## config.mk

```make
export PLATFORM = sky130hd
export DESIGN_NAME = orot_outq
export DESIGN_NICKNAME = d
export VERILOG_FILES = /design/src/sv/orot_pkg.sv /design/src/sv/orot_outq.sv
export SDC_FILE = /design/constraint.sdc
export NUM_CORES = 1
export LEC_CHECK = 0
export BUFFER_PORTS_ARGS = -buffer_cell sky130_fd_sc_hd__clkbuf_2
export CAP_MARGIN = 25
export CORE_MARGIN = 2
export CORE_UTILIZATION = 32
export CTS_CLUSTER_SIZE = 24
export DETAILED_ROUTE_END_ITERATION = 8
export PLACE_DENSITY = 0.46
export SETUP_SLACK_MARGIN = 0.2
export SLEW_MARGIN = 40
export SYNTH_ARGS = -nofsm -noshare
export SYNTH_HDL_FRONTEND = slang
export SYNTH_SLANG_ARGS = --single-unit
```

## constraint.sdc

```tcl
create_clock -name clk_i -period 3.1 [get_ports clk_i]
set_input_delay 0.31 -clock clk_i [delete_from_list [all_inputs] [get_ports clk_i]]
set_output_delay 0.31 -clock clk_i [all_outputs]
set_load 0.03 [all_outputs]
```

## src/sv/orot_pkg.sv

```systemverilog
// shared constants for the oriented rectangle overlap test
// no dependencies
package orot_pkg;

  localparam int unsigned COORD_BITS_DEF = 24;
  localparam int unsigned TRIG_BITS_DEF  = 16;
  localparam int unsigned IN_DEPTH       = 2;
  localparam int unsigned OUT_DEPTH      = 8;
  localparam int unsigned PIPE_STAGES    = 5;

  // corner order LB, RB, RT, LT; a set bit means the +1 side
  localparam logic [3:0] CORNER_SX = 4'b0110;
  localparam logic [3:0] CORNER_SY = 4'b1100;

endpackage

```

## src/sv/orot_outq.sv

```systemverilog
// result queue with credit count covering items still in the pipeline
// depends on orot_pkg
module orot_outq import orot_pkg::*; (
  input  logic clk_i,
  input  logic rst_ni,
  input  logic issue_i,
  output logic credit_o,
  input  logic wr_i,
  input  logic d_i,
  output logic empty,
  input  logic pop,
  output logic q_o
);
  localparam int unsigned PTR_W = $clog2(OUT_DEPTH);
  localparam int unsigned CNT_W = $clog2(OUT_DEPTH + 1);

  logic mem_q [OUT_DEPTH];
  logic [PTR_W-1:0] wr_q, rd_q;
  logic [CNT_W-1:0] cnt_q, cred_q;
  logic rd;

  assign empty    = (cnt_q == '0);
  assign rd       = pop && !empty;
  assign credit_o = (cred_q != CNT_W'(OUT_DEPTH));
  assign q_o      = mem_q[rd_q];

  always_ff @(posedge clk_i or negedge rst_ni) begin
    if (!rst_ni) begin
      wr_q   <= '0;
      rd_q   <= '0;
      cnt_q  <= '0;
      cred_q <= '0;
    end else begin
      if (wr_i) begin
        wr_q <= wr_q + 1'b1;
      end
      if (rd) begin
        rd_q <= rd_q + 1'b1;
      end
      if (wr_i && !rd) begin
        cnt_q <= cnt_q + 1'b1;
      end else if (!wr_i && rd) begin
        cnt_q <= cnt_q - 1'b1;
      end
      // outstanding = in pipeline plus waiting here
      if (issue_i && !rd) begin
        cred_q <= cred_q + 1'b1;
      end else if (!issue_i && rd) begin
        cred_q <= cred_q - 1'b1;
      end
    end
  end

  always_ff @(posedge clk_i) begin
    if (wr_i) begin
      mem_q[wr_q] <= d_i;
    end
  end

endmodule

```

### Word-level counts from Yosys, hierarchy flattened

Memory sizes are Yosys's and may differ from the RTL's.
Index checks and enable logic that the tools add are counted.

| operators by class | value |
|---|---|
| equality and inequality tests | 1 |
| mux-type cells | 6 |
| reductions and logical operators | 12 |
| add/sub/neg operators | 6 |

Operators with widths:

| cell | number |
|---|---|
| two-way mux 4 bit | 4 |
| adder 4 x 1 -> 4 bit (second input constant) | 2 |
| subtractor 4 x 1 -> 4 bit (second input constant) | 2 |
| adder 3 x 1 -> 3 bit (second input constant) | 2 |
| logical AND 1 bit | 5 |
| logical NOT 1 bit | 4 |
| logical NOT 4 bit | 1 |
| != test 4 bit (second input constant) | 1 |
| nonzero test 2 bit | 2 |
| two-way mux 1 bit | 2 |

| storage, ports and cells | value |
|---|---|
| register bits | 14 |
| memory bits (writable) | 8 |
| output and inout bits | 3 |
| memories kept | 1 |

Memory list:

| memory | words | bits a word | rd ports | clocked after memory_dff | wr ports | line | RTL |
|---|---|---|---|---|---|---|---|
| mem_q | 8 | 1 | 1 | 0 | 1 | orot_outq.sv:17 | `logic mem_q [OUT_DEPTH];` |

### Longest topological paths before layout

Gate-level depths: netlist (run 1).

| depth | value |
|---|---|
| word-level depth | 6 |
| depth in mapped cells | 7 |
| mapped depth without buffers | 7 |

### Least setup slack after synthesis (run 1)

Ideal clock, no wire load.

| timing path | value |
|---|---|
| path kind | register -> register |
| start point | reg cnt_q[3] |
| end point | reg cnt_q[3] |
| data arrival time | 2,311 ps |
| cell stages (with the launch flop) | 8 |
| setup slack | 658 ps |
| library setup time | 131 ps |
| cell sequence | dfrtp_1 > o41ai_4 > ha_1 > inv_1 > ha_1 > or4_1 > o211ai_1 > o211ai_1 |

| on the way | value |
|---|---|
| cells in the longest elaborated chain, start to end | 6 |
| elaborated cells on any way between the ends | 11 |

RTL lines:

| what | line | RTL |
|---|---|---|
| start: declaration | orot_outq.sv:19 | `logic [CNT_W-1:0] cnt_q, cred_q;` |
| start signal: assignment | orot_outq.sv:41 | `cnt_q <= cnt_q + 1'b1;` |
| start signal: assignment | orot_outq.sv:43 | `cnt_q <= cnt_q - 1'b1;` |
| branches (longest 6 deep; another with subtractor 4 x 1 -> 4 bit) | - |  |

Several ways; the timed one is not identified. The select of a mux whose other input is x is not followed.
A chain may end at the register's enable or synchronous reset.

### Worst setup path in the final report (run 1)

Ends and elaborated chain as after synthesis.

==> results of run 1 <==
-- metal layers --
layer,up-vias,wire [um],global-route usage
li1,393,-,-
met1,390,895,0.1370
met2,7,951,0.1755
met3,2,54,0.02555
met4,0,7,0.03061
met5,-,0,0
-- worst min path at each step --
| stage | from | endpoint | slack [ns] | depth (start not counted) |
|---|---|---|---|---|
| after global routing | wr_i | wr_q[0] | 0.34 | 2 |
| after detailed placement | rst_ni | cnt_q[2] | 0.25 | 1 |
| final | wr_i | wr_q[0] | 0.33 | 2 |
| after floorplan | rst_ni | cnt_q[0] | 0.01 | 0 |
| after CTS | wr_i | wr_q[0] | 0.32 | 2 |
| after global placement | rst_ni | cnt_q[2] | 0.25 | 1 |
-- registers in the layout, indices dropped and copies added (netlist names) --
signal	cells
cnt_q	4
cred_q	4
mem_q	8
wr_q	3
rd_q	3
-- cell usage after synthesis --
library cell,n,area share
a21oi_1,4,0.016
mux2_2,4,0.037
nand2_1,7,0.021
dfrtp_1,14,0.28
mux2i_1,2,0.016
fa_1,2,0.032
a2111o_1,2,0.018
mux2_4,1,0.012
nand3_1,4,0.016
nand2b_1,3,0.015
xnor2_1,6,0.043
or4_1,2,0.012
nor2_1,7,0.021
or3_1,2,0.010
clkbuf_1,2,0.0061
inv_1,3,0.0091
mux4_1,2,0.043
nor3_1,4,0.016
o211ai_1,4,0.024
xor2_1,2,0.014
nor4_1,1,0.0051
ha_1,8,0.081
or4b_2,1,0.0081
o41ai_4,1,0.022
edfxtp_1,8,0.19
nand3b_1,2,0.012
o21ai_0,2,0.0081
-- what timing repair did --
item                       4_1_cts  5_1_grt
hold buffers                     1        0
hold endpoints to repair        14        0
setup endpoints to repair        0        1
gates resized for setup          0        1
-- final cells by class --
cell class	count	area (um2)	area share
multi-input cells	73	625.6	0.4525
flip-flops and latches	22	590.6	0.4271
well taps	48	60.06	0.04344
repair buffers	9	50.05	0.03620
clock buffers	3	41.29	0.02986
inverters	3	11.26	0.008145
clock inverters	1	3.754	0.002715
-- cells by family after synthesis --
kind of cell               count (synthesis)  synth area share
AOI/OAI and AO/OA                         13           0.08934
muxes                                      9            0.1076
adders and majority gates                 10            0.1137
and+or+nand+nor                           33            0.1381
DFF                                       22            0.4792
buffers and inverters                      5           0.01523
xor gates and xnor gates                   8           0.05686
-- cell usage in the layout (no fill, tap or decap) --
cell           instances
mux4_1                 2
or4_1                  2
xnor2_1                6
mux2i_1                2
or4b_2                 1
mux2_2                 4
o41ai_4                1
o21ai_0                2
edfxtp_1               8
clkbuf_8               3
nand3_1                4
ha_2                   1
a2111o_1               2
nand3b_1               2
mux2_4                 1
clkbuf_2               8
nand2_1                7
o211ai_1               4
dfrtp_1               14
a21oi_1                4
nor3_1                 4
clkinv_1               1
nor2_1                 7
ha_1                   7
or3_1                  2
xor2_1                 2
inv_1                  3
nand2b_1               3
fa_1                   2
dlygate4sd3_1          1
nor4_1                 1
-- stage by stage --
stage / total power [mW] / util / std cells / setup WS, ns / instance area [um2]
2_1_floorplan: 1.017 / - / 100 / 0.6581 / 1232
3_3_place_gp: 1.145 / 0.3592 / 154 / 0.4259 / 1325
3_5_place_dp: 1.148 / 0.3592 / 154 / 0.3902 / 1325
4_1_cts: 1.332 / 0.3742 / 159 / 0.3723 / 1380
5_1_grt: 1.443 / 0.3748 / 159 / 0.2219 / 1383
6_report: 1.310 / 0.3748 / 159 / 0.4266 / 1383
-- where the power goes --
group | total [mW] | switching (mW) | leakage, nW | internal, mW
Clock | 0.174 | 0.0858 | 0.0231 | 0.0881
Combinational | 0.575 | 0.275 | 0.272 | 0.300
Sequential | 0.561 | 0.145 | 0.239 | 0.416
Total | 1.31 | 0.506 | 0.533 | 0.804
==> results.sh, run 1 <==
export IMPL_slowest_stage="o41ai_4"
export IMPL_syn_instance_count=100
export IMPL_synth_seq_cells=22
export IMPL_drive_gt1_frac=0.1712
export IMPL_drcViolationCount=0
export IMPL_area_delta_synth_final_pct=12.18
export IMPL_overflow=0
export IMPL_endpoint_kind="register"
export IMPL_grtUsageTotal=0.1058
export IMPL_tns_ns=0
export IMPL_synth_nets=116
export IMPL_finalHoldViolCount=0
export IMPL_pin_count=9
export IMPL_coreArea_um2=3689
export IMPL_ir_drop_mv=0.4259
export IMPL_antenna_found_initial=0
export IMPL_reg2reg_depth=7
export IMPL_cts_tree="done"
export IMPL_cpMostUsedCell="o211ai_1"
export IMPL_nFillCells=367
export IMPL_worstPathArrival_ns=2.81
export IMPL_ys_types=27
export IMPL_grt_first_pass_wirelength_mm=3.525
export IMPL_cpLargestDelayFamily="compound AO/OA/AOI/OAI gates"
export IMPL_cp_num_cells=7
export IMPL_antenna_cells=0
export IMPL_crit_start="cnt_q[3]"
export IMPL_fin_hold_ws_ns=0.3265
export IMPL_crit_path_start_kind="register"
export IMPL_ys_warn_count=0
export IMPL_synth_area_um2=1232
export IMPL_finalWirelength_mm=1.909
export IMPL_port_buffers=8
export IMPL_rows=22
export IMPL_clk_latency_ns=0.25
export IMPL_slew_headroom=0.6946
export IMPL_routabilityCongestion=0.7338
export IMPL_slowest_delay_ns=0.55
export IMPL_slew_violations=0
export IMPL_viasPerCell=4.981
export IMPL_die_w_um=66.06
export IMPL_postCtsSetupRepairBufs=0
export IMPL_synth_avg_cell_area_um2=12.32
export IMPL_ys_seq_area_frac=0.4792
export IMPL_crit_end="cnt_q[3]"
export IMPL_clk_pin_slew_worst_paths_ns=0.07
export IMPL_status="finished clean"
export IMPL_timing_rr_end="cnt_q[3]"
export IMPL_htreeDepth=1
export IMPL_path_class="reg -> reg"
export IMPL_clock_sinks=22
export IMPL_setup_viol=0
export IMPL_p_leak_nw=0.5332
export IMPL_rsz0062_at_grt="no"
export IMPL_die_y_um=66.06
export IMPL_path_max_fanout=6
export IMPL_period_share=0.8624
export IMPL_root_buffer="clkbuf_8"
export IMPL_worstPathRequired_ns=3.23
export IMPL_tightest_slew_ns=0.4566
export IMPL_clockBufferDepth=2
export IMPL_nets=128
export IMPL_dieArea_um2=4364
export IMPL_rr_startpoint="cnt_q[3]"
export IMPL_crit_chain="o41ai_4, ha_2, inv_1, ha_1, or4_1, o211ai_1, o211ai_1"
export IMPL_start_util=0.3341
export IMPL_detail_route_antenna_nets=0
export IMPL_vias=792
export IMPL_grt_max_degree=15
export IMPL_hp_class="in -> reg"
export IMPL_cts_buffers=3
export IMPL_first_global_vias=767
export IMPL_wire_per_inst_um=12.01
export IMPL_cellPowerDensity_nw_per_um2=947.4
export IMPL_cap_violations=0
export IMPL_crit_buf_inv=1
export IMPL_dr_pass1_iters=4
export IMPL_dp_hpwl_mm=1.483
export IMPL_drt_iter0_drc=24
export IMPL_min_period_ns=2.673
export IMPL_skew_ns=0.001562
export IMPL_reg2reg_slack_ns=0.43
export IMPL_fmax_ghz=0.3741
No activity file was read; power rests on OpenSTA's default activity.
==> run 2, diff against run 1 <==
CTS_CLUSTER_SIZE = 40   (was 24)
clock period = 3.3 ns   (was 3.1 ns; I/O delays follow)
==> results.sh, run 2 (synthesized netlist as in run 1, its figures left out) <==
export IMPL_slowest_stage="o41ai_4"
export IMPL_rows=22
export IMPL_tns_ns=0
export IMPL_skew_ns=0.0007929
export IMPL_switching_share=0.3873
export IMPL_path_max_fanout=6
export IMPL_clockBufferDepth=2
export IMPL_crit_end="cnt_q[3]"
export IMPL_die_w_um=66.06
export IMPL_vias=788
export IMPL_grt_max_degree=15
export IMPL_final_cell_mix="dfrtp_1, ha_1, clkbuf_2, edfxtp_1"
export IMPL_fmax_ghz=0.3658
export IMPL_root_buffer="clkbuf_8"
export IMPL_antenna_cells=0
export IMPL_cp_num_cells=7
export IMPL_setup_viol=0
export IMPL_power_mw=1.230
export IMPL_seq_power_share=0.428
export IMPL_cellPowerDensity_nw_per_um2=891.1
export IMPL_detail_route_antenna_nets=0
export IMPL_port_buffers=8
export IMPL_p_sw_mw=0.4764
export IMPL_tightest_slew_ns=0.4556
export IMPL_finalWirelength_mm=1.912
export IMPL_finalHoldViolCount=0
export IMPL_placed_area_um2=1325
export IMPL_combPwrFrac=0.438
export IMPL_final_common_cell="dfrtp_1"
export IMPL_clk_latency_ns=0.25
export IMPL_rr_startpoint="cnt_q[3]"
export IMPL_crit_chain="o41ai_4, ha_1, inv_1, ha_1, or4_1, o211ai_1, o211ai_1"
export IMPL_pin_count=9
export IMPL_largest_reg_flops=8
export IMPL_antenna_found_initial=0
export IMPL_status="finished clean"
export IMPL_overflow=0
export IMPL_worstPathArrival_ns=2.87
export IMPL_nets=128
export IMPL_fin_cells=159
export IMPL_setup_slack_ns=0.5661
export IMPL_ir_drop_mv=0.4010
export IMPL_reg2reg_slack_ns=0.57
export IMPL_area_delta_synth_final_pct=11.98
export IMPL_reg_largest_list="mem_q (8), cnt_q (4), cred_q (4)"
export IMPL_cpLargestDelayFamily="compound AO/OA/AOI/OAI gates"
export IMPL_crit_path_start_kind="register"
export IMPL_p_leak_nw=0.5347
export IMPL_internal_power_mw=0.7535
export IMPL_ctsHoldBuffers=1
export IMPL_slew_violations=0
export IMPL_fin_area_um2=1380
export IMPL_dp_cells=154
export IMPL_post_cts_resized=0
export IMPL_fin_util=0.3742
export IMPL_postCtsSetupRepairBufs=0
export IMPL_clk_pin_slew_worst_paths_ns=0.08
export IMPL_viasPerCell=4.956
export IMPL_drive_gt1_frac=0.1622
export IMPL_timing_rr_end="cnt_q[3]"
export IMPL_cap_violations=0
export IMPL_grtUsageTotal=0.1058
export IMPL_coreArea_um2=3689
export IMPL_largest_register="mem_q"
export IMPL_drt_iter0_drc=28
export IMPL_nFillCells=367
export IMPL_grt_first_pass_wirelength_mm=3.525
export IMPL_start_util=0.3341
export IMPL_drcViolationCount=0
export IMPL_dp_slack_ns=0.5902
export IMPL_cts_tree="done"
export IMPL_period_share=0.8285
export IMPL_dr_pass1_iters=4
export IMPL_min_period_ns=2.734
export IMPL_path_class="reg -> reg"
export IMPL_cts_buffers=3
export IMPL_rsz0062_at_grt="no"
export IMPL_routabilityCongestion=0.7339
export IMPL_endpoint_kind="register"
export IMPL_crit_buf_inv=1
export IMPL_worstPathRequired_ns=3.43
export IMPL_clock_sinks=22
export IMPL_crit_start="cnt_q[3]"
export IMPL_slowest_delay_ns=0.55
export IMPL_clkPwrFrac=0.133
export IMPL_dieArea_um2=4364
export IMPL_wire_per_inst_um=12.03
export IMPL_reg2reg_depth=7
export IMPL_dp_hpwl_mm=1.483
export IMPL_fin_hold_ws_ns=0.3441
export IMPL_slew_headroom=0.6953
export IMPL_first_global_vias=767
export IMPL_htreeDepth=1
export IMPL_die_y_um=66.06
export IMPL_hp_class="in -> reg"
==> run 2: cell counts in the layout (fill, tap and decap cells not counted) <==
No cell type changed its count.
==> run 2: final cells by class <==
cell class,instances,area (um2),share of cell area
Inverter,3,11.26,0.008160
Sequential cell,22,590.6,0.4279
Clock inverter,1,3.754,0.002720
Clock buffer,3,41.29,0.02992
Multi-Input combinational cell,73,623.1,0.4515
Tap cell,48,60.06,0.04352
Timing Repair Buffer,9,50.05,0.03626
==> run 2: how the worst min path moves through the flow <==
stage                       from       end  slack, ns  depth (start not counted)
after floorplan           rst_ni  cnt_q[0]       0.03                          0
after global placement    rst_ni  cnt_q[2]       0.27                          1
after detailed placement  rst_ni  cnt_q[2]       0.27                          1
after CTS                   wr_i   wr_q[0]       0.34                          2
after global routing        wr_i   wr_q[0]       0.35                          2
final                       wr_i   wr_q[0]       0.34                          2
==> run 2: worst reg2reg max path, delay by kind of cell, from the launching register on <==
family	cells	cell delay, ns
AOI/OAI and AO/OA	3	0.76
adders and majority gates	2	0.73
DFF	1	0.45
buffers and inverters	1	0.15
and+or+nand+nor	1	0.53
==> run 2: routing by layer <==
| metal | global-route usage | share of wire |
|---|---|---|
| met4 | 0.03061 | 0.0037 |
| met5 | 0 | 0 |
| met1 | 0.1370 | 0.47 |
| met3 | 0.02555 | 0.028 |
| met2 | 0.1755 | 0.49 |
==> run 2: power groups by stage <==
stage | clock (mW) | sequential, mW | combinational, mW
floorplan | 0 | 0.501 | 0.455
global placement | 0 | 0.534 | 0.542
detailed placement | 0 | 0.535 | 0.544
CTS | 0.174 | 0.530 | 0.548
global route | 0.188 | 0.550 | 0.615
finish | 0.164 | 0.527 | 0.539
