`config.mk`:
```
export PLATFORM = sky130hd
export DESIGN_NAME = orot_front
export DESIGN_NICKNAME = d
export VERILOG_FILES = /design/src/sv/orot_pkg.sv /design/src/sv/orot_front.sv
export SDC_FILE = /design/constraint.sdc
export NUM_CORES = 1
export LEC_CHECK = 0
export ABC_AREA = 1
export ABC_CLOCK_PERIOD_IN_PS = 29100
export BUFFER_PORTS_ARGS = -buffer_cell sky130_fd_sc_hd__buf_2
export CORE_MARGIN = 2
export CORE_UTILIZATION = 30
export CTS_CLUSTER_DIAMETER = 200
export DETAILED_ROUTE_END_ITERATION = 10
export SKIP_CTS_REPAIR_TIMING = 1
export SLEW_MARGIN = 20
export SYNTH_ARGS = -nofsm -noshare
export SYNTH_HDL_FRONTEND = slang
export SYNTH_SLANG_ARGS = --single-unit
```
`constraint.sdc`:
```
create_clock -name clk_i -period 29.1 [get_ports clk_i]
set_input_delay 2.91 -clock clk_i [delete_from_list [all_inputs] [get_ports clk_i]]
set_output_delay 2.91 -clock clk_i [all_outputs]
set_load 0.03 [all_outputs]
```
`src/sv/orot_pkg.sv`:
```
// shared constants for the oriented rectangle overlap test
// no dependencies
package orot_pkg;

  localparam int unsigned COORD_BITS_DEF = 24;
  localparam int unsigned TRIG_BITS_DEF  = 16;
  localparam int unsigned IN_DEPTH       = 2;
  localparam int unsigned OUT_DEPTH      = 8;
  localparam int unsigned PIPE_STAGES    = 5;

  // corner order LB, RB, RT, LT; a set bit means the +1 side
  localparam logic [3:0] CORNER_SX = 4'b0110;
  localparam logic [3:0] CORNER_SY = 4'b1100;

endpackage

```
`src/sv/orot_front.sv`:
```
// front queue: takes rectangle pairs and packs them for the compute pipeline
// depends on orot_pkg
module orot_front import orot_pkg::*; #(
  parameter int unsigned CW = COORD_BITS_DEF,
  parameter int unsigned TW = TRIG_BITS_DEF
) (
  input  logic                clk_i,
  input  logic                rst_ni,
  input  logic                push,
  output logic                full,
  input  logic [CW-1:0]       a_cx_i,
  input  logic [CW-1:0]       a_cy_i,
  input  logic [CW-2:0]       a_w_i,
  input  logic [CW-2:0]       a_h_i,
  input  logic [TW-1:0]       a_c_i,
  input  logic [TW-1:0]       a_s_i,
  input  logic [CW-1:0]       b_cx_i,
  input  logic [CW-1:0]       b_cy_i,
  input  logic [CW-2:0]       b_w_i,
  input  logic [CW-2:0]       b_h_i,
  input  logic [TW-1:0]       b_c_i,
  input  logic [TW-1:0]       b_s_i,
  output logic                v_o,
  input  logic                take_i,
  output logic [2*(4*CW+2*TW-2)-1:0] item_o
);
  localparam int unsigned RW = 4*CW + 2*TW - 2;
  localparam int unsigned PTR_W = $clog2(IN_DEPTH);
  localparam int unsigned CNT_W = $clog2(IN_DEPTH + 1);

  logic [2*RW-1:0] mem_q [IN_DEPTH];
  logic [PTR_W-1:0] wr_q, wr_d, rd_q, rd_d;
  logic [CNT_W-1:0] cnt_q, cnt_d;
  logic wr, rd;

  assign full = (cnt_q == CNT_W'(IN_DEPTH));
  assign v_o  = (cnt_q != '0);
  assign wr   = push && !full;
  assign rd   = take_i && v_o;

  always_comb begin
    wr_d  = wr_q;
    rd_d  = rd_q;
    cnt_d = cnt_q;
    if (wr) begin
      wr_d = (wr_q == PTR_W'(IN_DEPTH - 1)) ? '0 : wr_q + 1'b1;
    end
    if (rd) begin
      rd_d = (rd_q == PTR_W'(IN_DEPTH - 1)) ? '0 : rd_q + 1'b1;
    end
    if (wr && !rd) begin
      cnt_d = cnt_q + 1'b1;
    end else if (!wr && rd) begin
      cnt_d = cnt_q - 1'b1;
    end
  end

  always_ff @(posedge clk_i or negedge rst_ni) begin
    if (!rst_ni) begin
      wr_q  <= '0;
      rd_q  <= '0;
      cnt_q <= '0;
    end else begin
      wr_q  <= wr_d;
      rd_q  <= rd_d;
      cnt_q <= cnt_d;
    end
  end

  always_ff @(posedge clk_i) begin
    if (wr) begin
      mem_q[wr_q] <= {b_s_i, b_c_i, b_h_i, b_w_i, b_cy_i, b_cx_i,
                      a_s_i, a_c_i, a_h_i, a_w_i, a_cy_i, a_cx_i};
    end
  end

  assign item_o = mem_q[rd_q];

endmodule

```
======== Yosys cells after proc, flatten, opt, wreduce, memory -nomap -nowiden ========
Memories as Yosys holds them, arrays and structs flattened.
Cells that the tools add are included.
operators by class
  muxes and demuxes ....................... 6
  reductions and logical operators ........ 9
  add/sub/neg operators ................... 4
  equality and inequality tests ........... 1
operators with widths
  kind                 number
  $logic_and 1x1->1    4
  $mux 1               4
  $mux 2               2
  $reduce_bool 2->1    2
  $logic_not 1->1      3
  $add 1x1->1 const B  2
  $add 2x1->2 const B  1
  $eq 2x2->1 const B   1
  $sub 2x1->2 const B  1
storage, ports and cells
  output and inout port bits .............. 254
  word-level logic and storage cells ...... 24
  RAM bits ................................ 504
  memories kept ........................... 1
  input bits .............................. 256
  register bits ........................... 4
memory list
  name   depth  bits a word  rd ports  clocked after Yosys merged registers in  write ports  RTL line          text
  mem_q  2      252          1         0                                        1            orot_front.sv:31  logic [2*RW-1:0] mem_q [IN_DEPTH];

======== Depth between registers and ports, before layout ========
Gate-level depths: netlist (run 1).
  word-level depth ........................ 7
  depth in mapped cells ................... 9

======== Worst setup path before layout (run 1) ========
OpenSTA, ideal clock, no wires.
  kind .................................... input to register
  from .................................... input port push
  to ...................................... memory mem_q[1][0] in the netlist's numbering (enable)
  path buffers ............................ 0
  library setup time ...................... 0.869 ns
  arrival time ............................ 13.452 ns
  path slack .............................. 14.778 ns
  stages .................................. 2
  cells stage by stage .................... o21ai_0 nor2_1
between the ends
  cells in the longest elaborated chain, start to end .. 3
RTL lines
  element                       RTL line          text
  start: declaration            orot_front.sv:9   input logic push,
  $logic_and 1x1->1             orot_front.sv:38  assign wr = push && !full;
  $mux 1                        orot_front.sv:71  if (wr) begin
  $mux 1 (not written as such)  orot_front.sv:72  mem_q[wr_q] <= {b_s_i, b_c_i, b_h_i, b_w_i, b_cy_i, b_cx_i,
  end: declaration              orot_front.sv:31
No other way between the ends.

======== Worst setup path in the final report (run 1) ========
  from .................................... register rd_q
  to ...................................... output port item_o[65]
between the ends
  cells in the longest elaborated chain, start to end .. 1
RTL lines
  element                   RTL line          text
  start: declaration        orot_front.sv:32  logic [PTR_W-1:0] wr_q, wr_d, rd_q, rd_d;
  start signal: assignment  orot_front.sv:65  rd_q <= rd_d;
  $mem_v2 2x252             --
  end: declaration          orot_front.sv:25  output logic [2*(4*CW+2*TW-2)-1:0] item_o
No other way between the ends.

==> out/results.env, run 1 <==
RUN_STATUS='completed'
YOSYS_TOP_CELL_AREA_SHARE_PCT=81.97
DETAIL_ROUTE.FIRST_PASS.ITERATIONS=5
VDD_IR_DROP_MAX_uV=61.96
DPL_WORST_SLACK_PS=23550
SYNTHTOPCELLSBYCOUNT='sky130_fd_sc_hd__nand2_1, sky130_fd_sc_hd__edfxtp_1, sky130_fd_sc_hd__buf_2, sky130_fd_sc_hd__clkbuf_1, sky130_fd_sc_hd__inv_1'
DR_WL_MET3_MM=3.490
NUM-FILL-CELLS=5758
GRT_MAX_DEGREE=116
INSTANCE_COUNT_AFTER_PLACEMENT_WITH_TAP_CELLS_INCLUDED=2594
GRT_ANTENNA_BEFORE_REPAIR=8
DETAIL_ROUTE.WIRELENGTH.MET1_MM=17.82
SYNTHFLOPTYPE='sky130_fd_sc_hd__edfxtp_1'
YOSYS_REGISTER_BITS=508
HTREE_LEVELS=2
CORE_AREA_MM2=0.06058
CTS_BUFFERS=54
MAX_SLEW_MARGIN_PCT=28.48
CAP_VIOLATIONS=0
FINAL.SETUP_SKEW_PS=19.24
SYN2LAYOUT_AREA_GROWTH_PCT=27.03
DRT.ANTENNA.VIOLATING_NETS=0
CTS.CLK_SLEW.WORST_PATHS_PS=60
GRT_PASS1_WL_MM=65.88
SYNTH_AREA_LEADERS='sky130_fd_sc_hd__edfxtp_1, sky130_fd_sc_hd__nand2_1, sky130_fd_sc_hd__buf_2'
FINAL_MAX_SLEW_VIOL_COUNT=0
POWER_PER_CELL_AREA_mW_PER_MM2=115.0
LAYOUT_MIN_CYCLE_TIME_PS=6131
SYNTH_CELLS=1347
DRT_DRC_VIOLATIONS_LEFT=0
PLACEMENT.IO_BUFFERS=509
CTS_TREE='yes'
NUM_VIAS=11680
TIGHTESTPINTRANSITION_PS=1073
SYNTH_WARN=0
SYNTH_AREA_MM2=0.01846
WORSTSETUPENDPOINTTYPE='primary output'
SYNTH_AREA_LEADER_CELL='sky130_fd_sc_hd__edfxtp_1'
FINAL_PERIOD_UTILIZATION_PCT=21.07
HPWL_MM=29.13
FMAXACHIEVABLE_GHz=0.1631
TIMING.CRITICAL_PATH.FANOUT_MAX=85
FINAL_CORE_UTILIZATION_PCT=38.72
FINISH.NET_COUNT=2125
CRITPATHMAXSTAGEDELAY_PS=840
CTS_NUM_SINKS=508
STATIC-LEAKAGE-POWER_nW=9.945
POST_SYN_AREA_PER_CELL_UM2=13.71
DIE_X_UM=252.1
SYNTH_SEQUENTIAL_AREA_RATIO_PCT=82.51
CRITPATHREQUIREDTIME_PS=26190
FRACTION_OF_REGISTERS_WITH_ASYNC_SET_OR_RESET_AFTER_SYNTHESIS_PCT=0.7874
FINALSETUPTNS_PS=0
GRT_UTIL_ALL_LAYERS_PCT=13.43
POST_DRT_VIA_CELL_RATIO=4.334
RSZ0062_AT_GRT='no'
NETLIST-CELL-TYPE-COUNT=14
CRITICAL_PATH.STARTPOINT_TYPE='register'
INSERTION_DELAY_PS=580
WIRELENGTH_MM=44.86
NUMBER_OF_ENABLE_FLIP_FLOP_CELLS_AFTER_SYNTHESIS=504
MET2_LENGTH_MM=22.17
AVGROUTEDWIREPERCELL_UM=16.65
FINALSETUPVIOLCOUNT=0
CRITPATHARRIVALTIME_PS=3220
CRIT_PATH_CELL_TRACE='buf_4, buf_4, nand2_1, nand2_1, buf_2'
INITIAL_UTILIZATION_PCT=30.48
WORST-SETUP-PATH-TYPE='register to primary output'
FINAL_WTD_CONGESTION=0.7696
CLK_PATH_BUF_DEPTH=3
IO_PINS=510
SLOWEST_STAGE='sky130_fd_sc_hd__buf_4'
DRIVE_GT1_SHARE_PCT=31.31
NUMBER_OF_GLOBAL_ROUTE_VIAS_BEFORE_REPAIR=11510
DR.MAX_LAYER_USED='met5'
DIE_AREA_MM2=0.06355
TIMING_HOLD_VIOLATIONS_FINAL=0
ROW_COUNT=90
FINAL_CRITICAL_PATH_SETUP_SLACK_PS=22970
FP.DIEH_UM=252.1
SYNTH_NETS=1604
GLOBAL_ROUTE.OVERFLOW_TOTAL=0
DR.FIRST_ITER.DRC_COUNT=765
YOSYS.CELL_COUNT.TOP_TYPE='sky130_fd_sc_hd__nand2_1'
MIN_PATH_TYPE='register to register'
ROOT_BUFFER='sky130_fd_sc_hd__clkbuf_16'
LAYOUTNONFILLERINSTCOUNT=2694
[cell type report]
type	count	area, um2	share of cell area, %
sequential	508	15240	64.97
clock buffer	63	1385	5.905
multi-input combinational	776	2940	12.54
timing repair buffer	520	2630	11.21
inverter	8	45.04	0.1920
clock inverter	32	225.2	0.9602
tap	782	978.4	4.172
antenna	5	12.51	0.05334
[cell usage in the layout (no fill, tap or decap)]
master | Yosys | final
sky130_fd_sc_hd__nor2_4 | 0 | 1
sky130_fd_sc_hd__buf_2 | 36 | 509
sky130_fd_sc_hd__nand3_1 | 2 | 2
sky130_fd_sc_hd__dfrtp_4 | 0 | 1
sky130_fd_sc_hd__bufinv_16 | 0 | 2
sky130_fd_sc_hd__clkinvlp_4 | 0 | 2
sky130_fd_sc_hd__diode_2 | 0 | 5
sky130_fd_sc_hd__o21ai_0 | 1 | 1
sky130_fd_sc_hd__nor2_1 | 3 | 2
sky130_fd_sc_hd__clkinv_4 | 0 | 2
sky130_fd_sc_hd__dfrtp_1 | 4 | 3
sky130_fd_sc_hd__xnor2_1 | 1 | 1
sky130_fd_sc_hd__inv_1 | 7 | 6
sky130_fd_sc_hd__inv_8 | 0 | 2
sky130_fd_sc_hd__nand2_1 | 767 | 767
sky130_fd_sc_hd__edfxtp_1 | 504 | 504
sky130_fd_sc_hd__clkinv_8 | 0 | 1
sky130_fd_sc_hd__clkinv_2 | 0 | 10
sky130_fd_sc_hd__ha_1 | 1 | 1
sky130_fd_sc_hd__clkbuf_16 | 0 | 54
sky130_fd_sc_hd__clkbuf_1 | 15 | 9
sky130_fd_sc_hd__nand4_1 | 1 | 1
sky130_fd_sc_hd__buf_4 | 4 | 11
sky130_fd_sc_hd__clkinv_1 | 0 | 13
sky130_fd_sc_hd__inv_6 | 0 | 2
[logic make-up (layout without fill, tap and decap cells)]
family | count (synthesis) | in the layout | share of synthesized area (%)
AOI/OAI and AO/OA | 1 | 1 | 0.02708
xor gates and xnor gates | 1 | 1 | 0.04744
adders and majority gates | 1 | 1 | 0.06775
buffers and inverters | 63 | 623 | 1.606
DFF | 508 | 508 | 82.51
other | 0 | 5 | 0
and+or+nand+nor | 773 | 773 | 15.74
[flip-flops by register name, summed over array words and instances (netlist names)]
register and flops:
wr_q 1, mem_q 504, rd_q 1, cnt_q 2
[where the power goes]
group,internal (mW),switching (mW),leakage [nW],total [mW]
Clock,0.356,0.271,0.788,0.627
Combinational,0.228,0.806,4.42,1.03
Sequential,1.00,0.0357,4.74,1.04
[layer usage]
layer	GRT usage, %	vias to the layer above
met1	16.03	5572
li1	-	5617
met4	5.072	8
met5	0	-
met2	22.87	393
met3	4.024	86
[critical path: cells and delay by family (launching register included)]
family / cells / cell delay (ps)
and+or+nand+nor: 2 / 260
DFF: 1 / 450
buffers and inverters: 3 / 1790
[stage by stage]
| stage | power [mW] | instance area [um2] | hold slack (ps) |
|---|---|---|---|
| 2_1_floorplan | 1.805 | 18460 | 441.7 |
| 6_report | 2.697 | 23460 | 492.9 |
| 3_3_place_gp | 2.093 | 21830 | 459.8 |
| 4_1_cts | 2.739 | 23440 | 485.7 |
| 5_1_grt | 2.840 | 23450 | 525.1 |
| 3_5_place_dp | 2.104 | 21830 | 471.4 |
[worst paths after layout]
| kind | depth (start not counted) | from | slack [ps] | end |
|---|---|---|---|---|
| min reg2reg | 2 | cnt_q[1] | 490 | cnt_q[1] |
| min in group asynchronous | 1 | rst_ni | 2120 | rd_q |
| min | 2 | cnt_q[1] | 490 | cnt_q[1] |
| max | 5 | rd_q | 22970 | item_o[65] |
| max reg2reg | 5 | cnt_q[1] | 26200 | mem_q[1][215] |
| max in group asynchronous | 1 | rst_ni | 26840 | rd_q |
(Power assumes the default switching activity.)
==> inputs of run 2 (changes only) <==
- ABC_CLOCK_PERIOD_IN_PS: 29100 -> 4900
- clock period: 29.1 -> 4.9 ns (I/O delays scaled with it)
==> out/results.env, run 2 (synthesized netlist as in run 1, its figures left out) <==
RUN_STATUS='completed'  # unchanged
FRACTION_OF_POWER_SPENT_SWITCHING_NETS_PCT=41.00  # was 41.26%
CORE_AREA_MM2=0.06058  # unchanged
MIN_PATH_TYPE='input pin to register'  # was register to register
FINAL_CORE_UTILIZATION_PCT=38.98  # was 38.72%
REGISTER_WITH_THE_MOST_FLIP_FLOPS='mem_q'  # unchanged
TOTAL_POWER_mW=16.10  # was 2.697 mW
RSZ0062_AT_GRT='no'  # unchanged
FMAXACHIEVABLE_GHz=0.2898
PART_OF_THE_POWER_IN_REGISTERS_PCT=38.6  # was 38.4%
MAX_SLEW_MARGIN_PCT=26.86  # was 28.48%
LAYOUT.CELLS.MOST_COMMON_LIST='sky130_fd_sc_hd__nand2_1, sky130_fd_sc_hd__buf_2, sky130_fd_sc_hd__edfxtp_1'  # unchanged
PLACEMENT.IO_BUFFERS=509  # unchanged
FP.DIEH_UM=252.1  # unchanged
FINAL_WTD_CONGESTION=0.8046  # was 0.7696
TIMING_HOLD_VIOLATIONS_FINAL=0  # unchanged
REG2REG_FROM='cnt_q[1]'  # unchanged
LAYOUT_MIN_CYCLE_TIME_PS=3450
WORST_SETUP_PATH_STARTPOINT='rd_q'  # unchanged
CTS_BUFFERS=52  # was 54
POSTLAYOUTCELLAREA_MM2=0.02362  # was 0.02346 mm2
VDD_IR_DROP_MAX_uV=476.6  # was 61.96 uV
INITIAL_UTILIZATION_PCT=30.48  # unchanged
HTREE_LEVELS=2  # unchanged
NUM_VIAS=11630  # was 11680
GRT_ANTENNA_BEFORE_REPAIR=17  # was 8
INSTANCE_COUNT_ON_THE_CRITICAL_PATH=5  # unchanged
GRT_MAX_DEGREE=128  # was 116
FINISH.NET_COUNT=2128  # was 2125
SWITCHING_POWER_mW=6.600  # was 1.113 mW
DRIVE_GT1_SHARE_PCT=31.71  # was 31.31%
DIE_X_UM=252.1  # unchanged
CLOCK_POWER_SHARE_PCT=23.5  # was 23.3%
WORST-SETUP-PATH-TYPE='register to primary output'  # unchanged
FINALSETUPTNS_PS=0  # unchanged
CP_COMMON_CELL='sky130_fd_sc_hd__nand2_1'
CRITICAL_PATH.STARTPOINT_TYPE='register'  # unchanged
HPWL_MM=29.69  # was 29.13 mm
DR.FIRST_ITER.DRC_COUNT=648  # was 765
SETUP.REG_TO_REG.WORST_SLACK_PS=2060  # was 26200 ps
TIMING.REG2REG.WORST_PATH_DEPTH=7  # was 5
DRT_DRC_VIOLATIONS_LEFT=0  # unchanged
WORSTSETUPENDPOINTTYPE='primary output'  # unchanged
SYN2LAYOUT_AREA_GROWTH_PCT=27.91  # was 27.03%
SLOWEST_STAGE='sky130_fd_sc_hd__dfrtp_4'  # was sky130_fd_sc_hd__buf_4
INTERNAL-POWER_mW=9.499  # was 1.584 mW
DETAIL_ROUTE.FIRST_PASS.ITERATIONS=4  # was 5
WIRELENGTH_MM=44.55  # was 44.86 mm
WORST_R2R_ENDPOINT='mem_q[0][115]'  # was mem_q[1][215]
FINALSETUPVIOLCOUNT=0  # unchanged
CRITPATHREQUIREDTIME_PS=4410  # was 26190 ps
GRT_PASS1_WL_MM=66.08  # was 65.88 mm
ENDPOINT='item_o[157]'  # was item_o[65]
CLK_PATH_BUF_DEPTH=3  # unchanged
CRIT_BUF_INV=3  # unchanged
CRITPATHMAXSTAGEDELAY_PS=720  # was 840 ps
DPL_CELL_AREA_MM2=0.02193  # was 0.02183 mm2
GRT_UTIL_ALL_LAYERS_PCT=13.38  # was 13.43%
COMBINATIONALPOWERSHARE_PCT=37.9  # was 38.3%
STATIC-LEAKAGE-POWER_nW=9.998  # was 9.945 nW
CTS.CLK_SLEW.WORST_PATHS_PS=60  # about the same
IO_PINS=510  # unchanged
FIN_WORST_HOLD_SLACK_PS=80.53  # was 492.9 ps
ROOT_BUFFER='sky130_fd_sc_hd__clkbuf_16'  # unchanged
TIMING.CRITICAL_PATH.FANOUT_MAX=127  # was 85
MAX_REG_FLOPS=504  # unchanged
CTS_NUM_SINKS=508  # unchanged
CRIT_FAMILY='buffers and inverters'  # unchanged
CRIT_PATH_CELL_TRACE='inv_8, buf_4, nand2_1, nand2_1, buf_2'  # was buf_4, buf_4, nand2_1, nand2_1, buf_2
FINAL_PERIOD_UTILIZATION_PCT=70.42
POST_DRT_VIA_CELL_RATIO=4.299  # was 4.334
CRITPATHARRIVALTIME_PS=2960  # was 3220 ps
FINAL.SETUP_SKEW_PS=22.23  # was 19.24 ps
GLOBAL_ROUTE.OVERFLOW_TOTAL=0  # unchanged
POWER_PER_CELL_AREA_mW_PER_MM2=681.6  # was 115.0 mW/mm2
CAP_VIOLATIONS=0  # unchanged
REGISTERS_WITH_THE_HIGHEST_FLIP_FLOP_COUNTS='mem_q (504), cnt_q (2)'  # unchanged
DIE_AREA_MM2=0.06355  # unchanged
INSERTION_DELAY_PS=590  # was 580 ps
CTS_TREE='yes'  # unchanged
ROW_COUNT=90  # unchanged
MOSTFREQUENTLAYOUTCELL='sky130_fd_sc_hd__nand2_1'  # unchanged
AVGROUTEDWIREPERCELL_UM=16.46  # was 16.65 um
TIGHTESTPINTRANSITION_PS=1097  # was 1073 ps
FINAL_MAX_SLEW_VIOL_COUNT=0  # unchanged
NUMBER_OF_GLOBAL_ROUTE_VIAS_BEFORE_REPAIR=11650  # was 11510
DRT.ANTENNA.VIOLATING_NETS=0  # unchanged
## run 2: worst min path at each step
stage               cells after the start       endpoint      start
finish                                  1  mem_q[0][236]   b_s_i[0]
global route                            1  mem_q[1][189]  b_w_i[15]
CTS                                     1           rd_q     rst_ni
detailed placement                      1       cnt_q[1]     rst_ni
global placement                        1       cnt_q[1]     rst_ni
floorplan                               0       cnt_q[0]     rst_ni
## run 2: cell type report
cell class | count | area (um2)
Fill cell | 5793 | 36970
Sequential cell | 508 | 15240
Multi-Input combinational cell | 776 | 2953
Timing Repair Buffer | 525 | 2733
Clock buffer | 62 | 1339
Tap cell | 782 | 978.4
Clock inverter | 35 | 310.3
Inverter | 8 | 41.29
Antenna cell | 10 | 25.02
## run 2: power groups by stage
| stage | logic (mW) | registers, mW | clock network [mW] |
|---|---|---|---|
| 2_1_floorplan | 4.21 | 6.32 | 0 |
| 3_3_place_gp | 6.15 | 6.27 | 0 |
| 3_5_place_dp | 6.19 | 6.31 | 0 |
| 4_1_cts | 6.20 | 6.22 | 3.92 |
| 5_1_grt | 6.58 | 6.30 | 4.08 |
| 6_report | 6.10 | 6.21 | 3.79 |
## run 2: through the flow
step | std cells | setup WS [ps]
4_1_cts | 2695 | 1466
3_3_place_gp | 2598 | 1903
2_1_floorplan | 1347 | -53.56
5_1_grt | 2704 | 1240
6_report | 2706 | 1450
3_5_place_dp | 2598 | 1916
## run 2: layer usage
layer | global-route usage, % | vias up | part of all wire [%]
li1 | - | 5624 | -
met1 | 15.96 | 5491 | 40
met2 | 22.37 | 418 | 49
met3 | 4.508 | 91 | 7.8
met4 | 5.139 | 10 | 2.9
met5 | 0 | - | 0.15
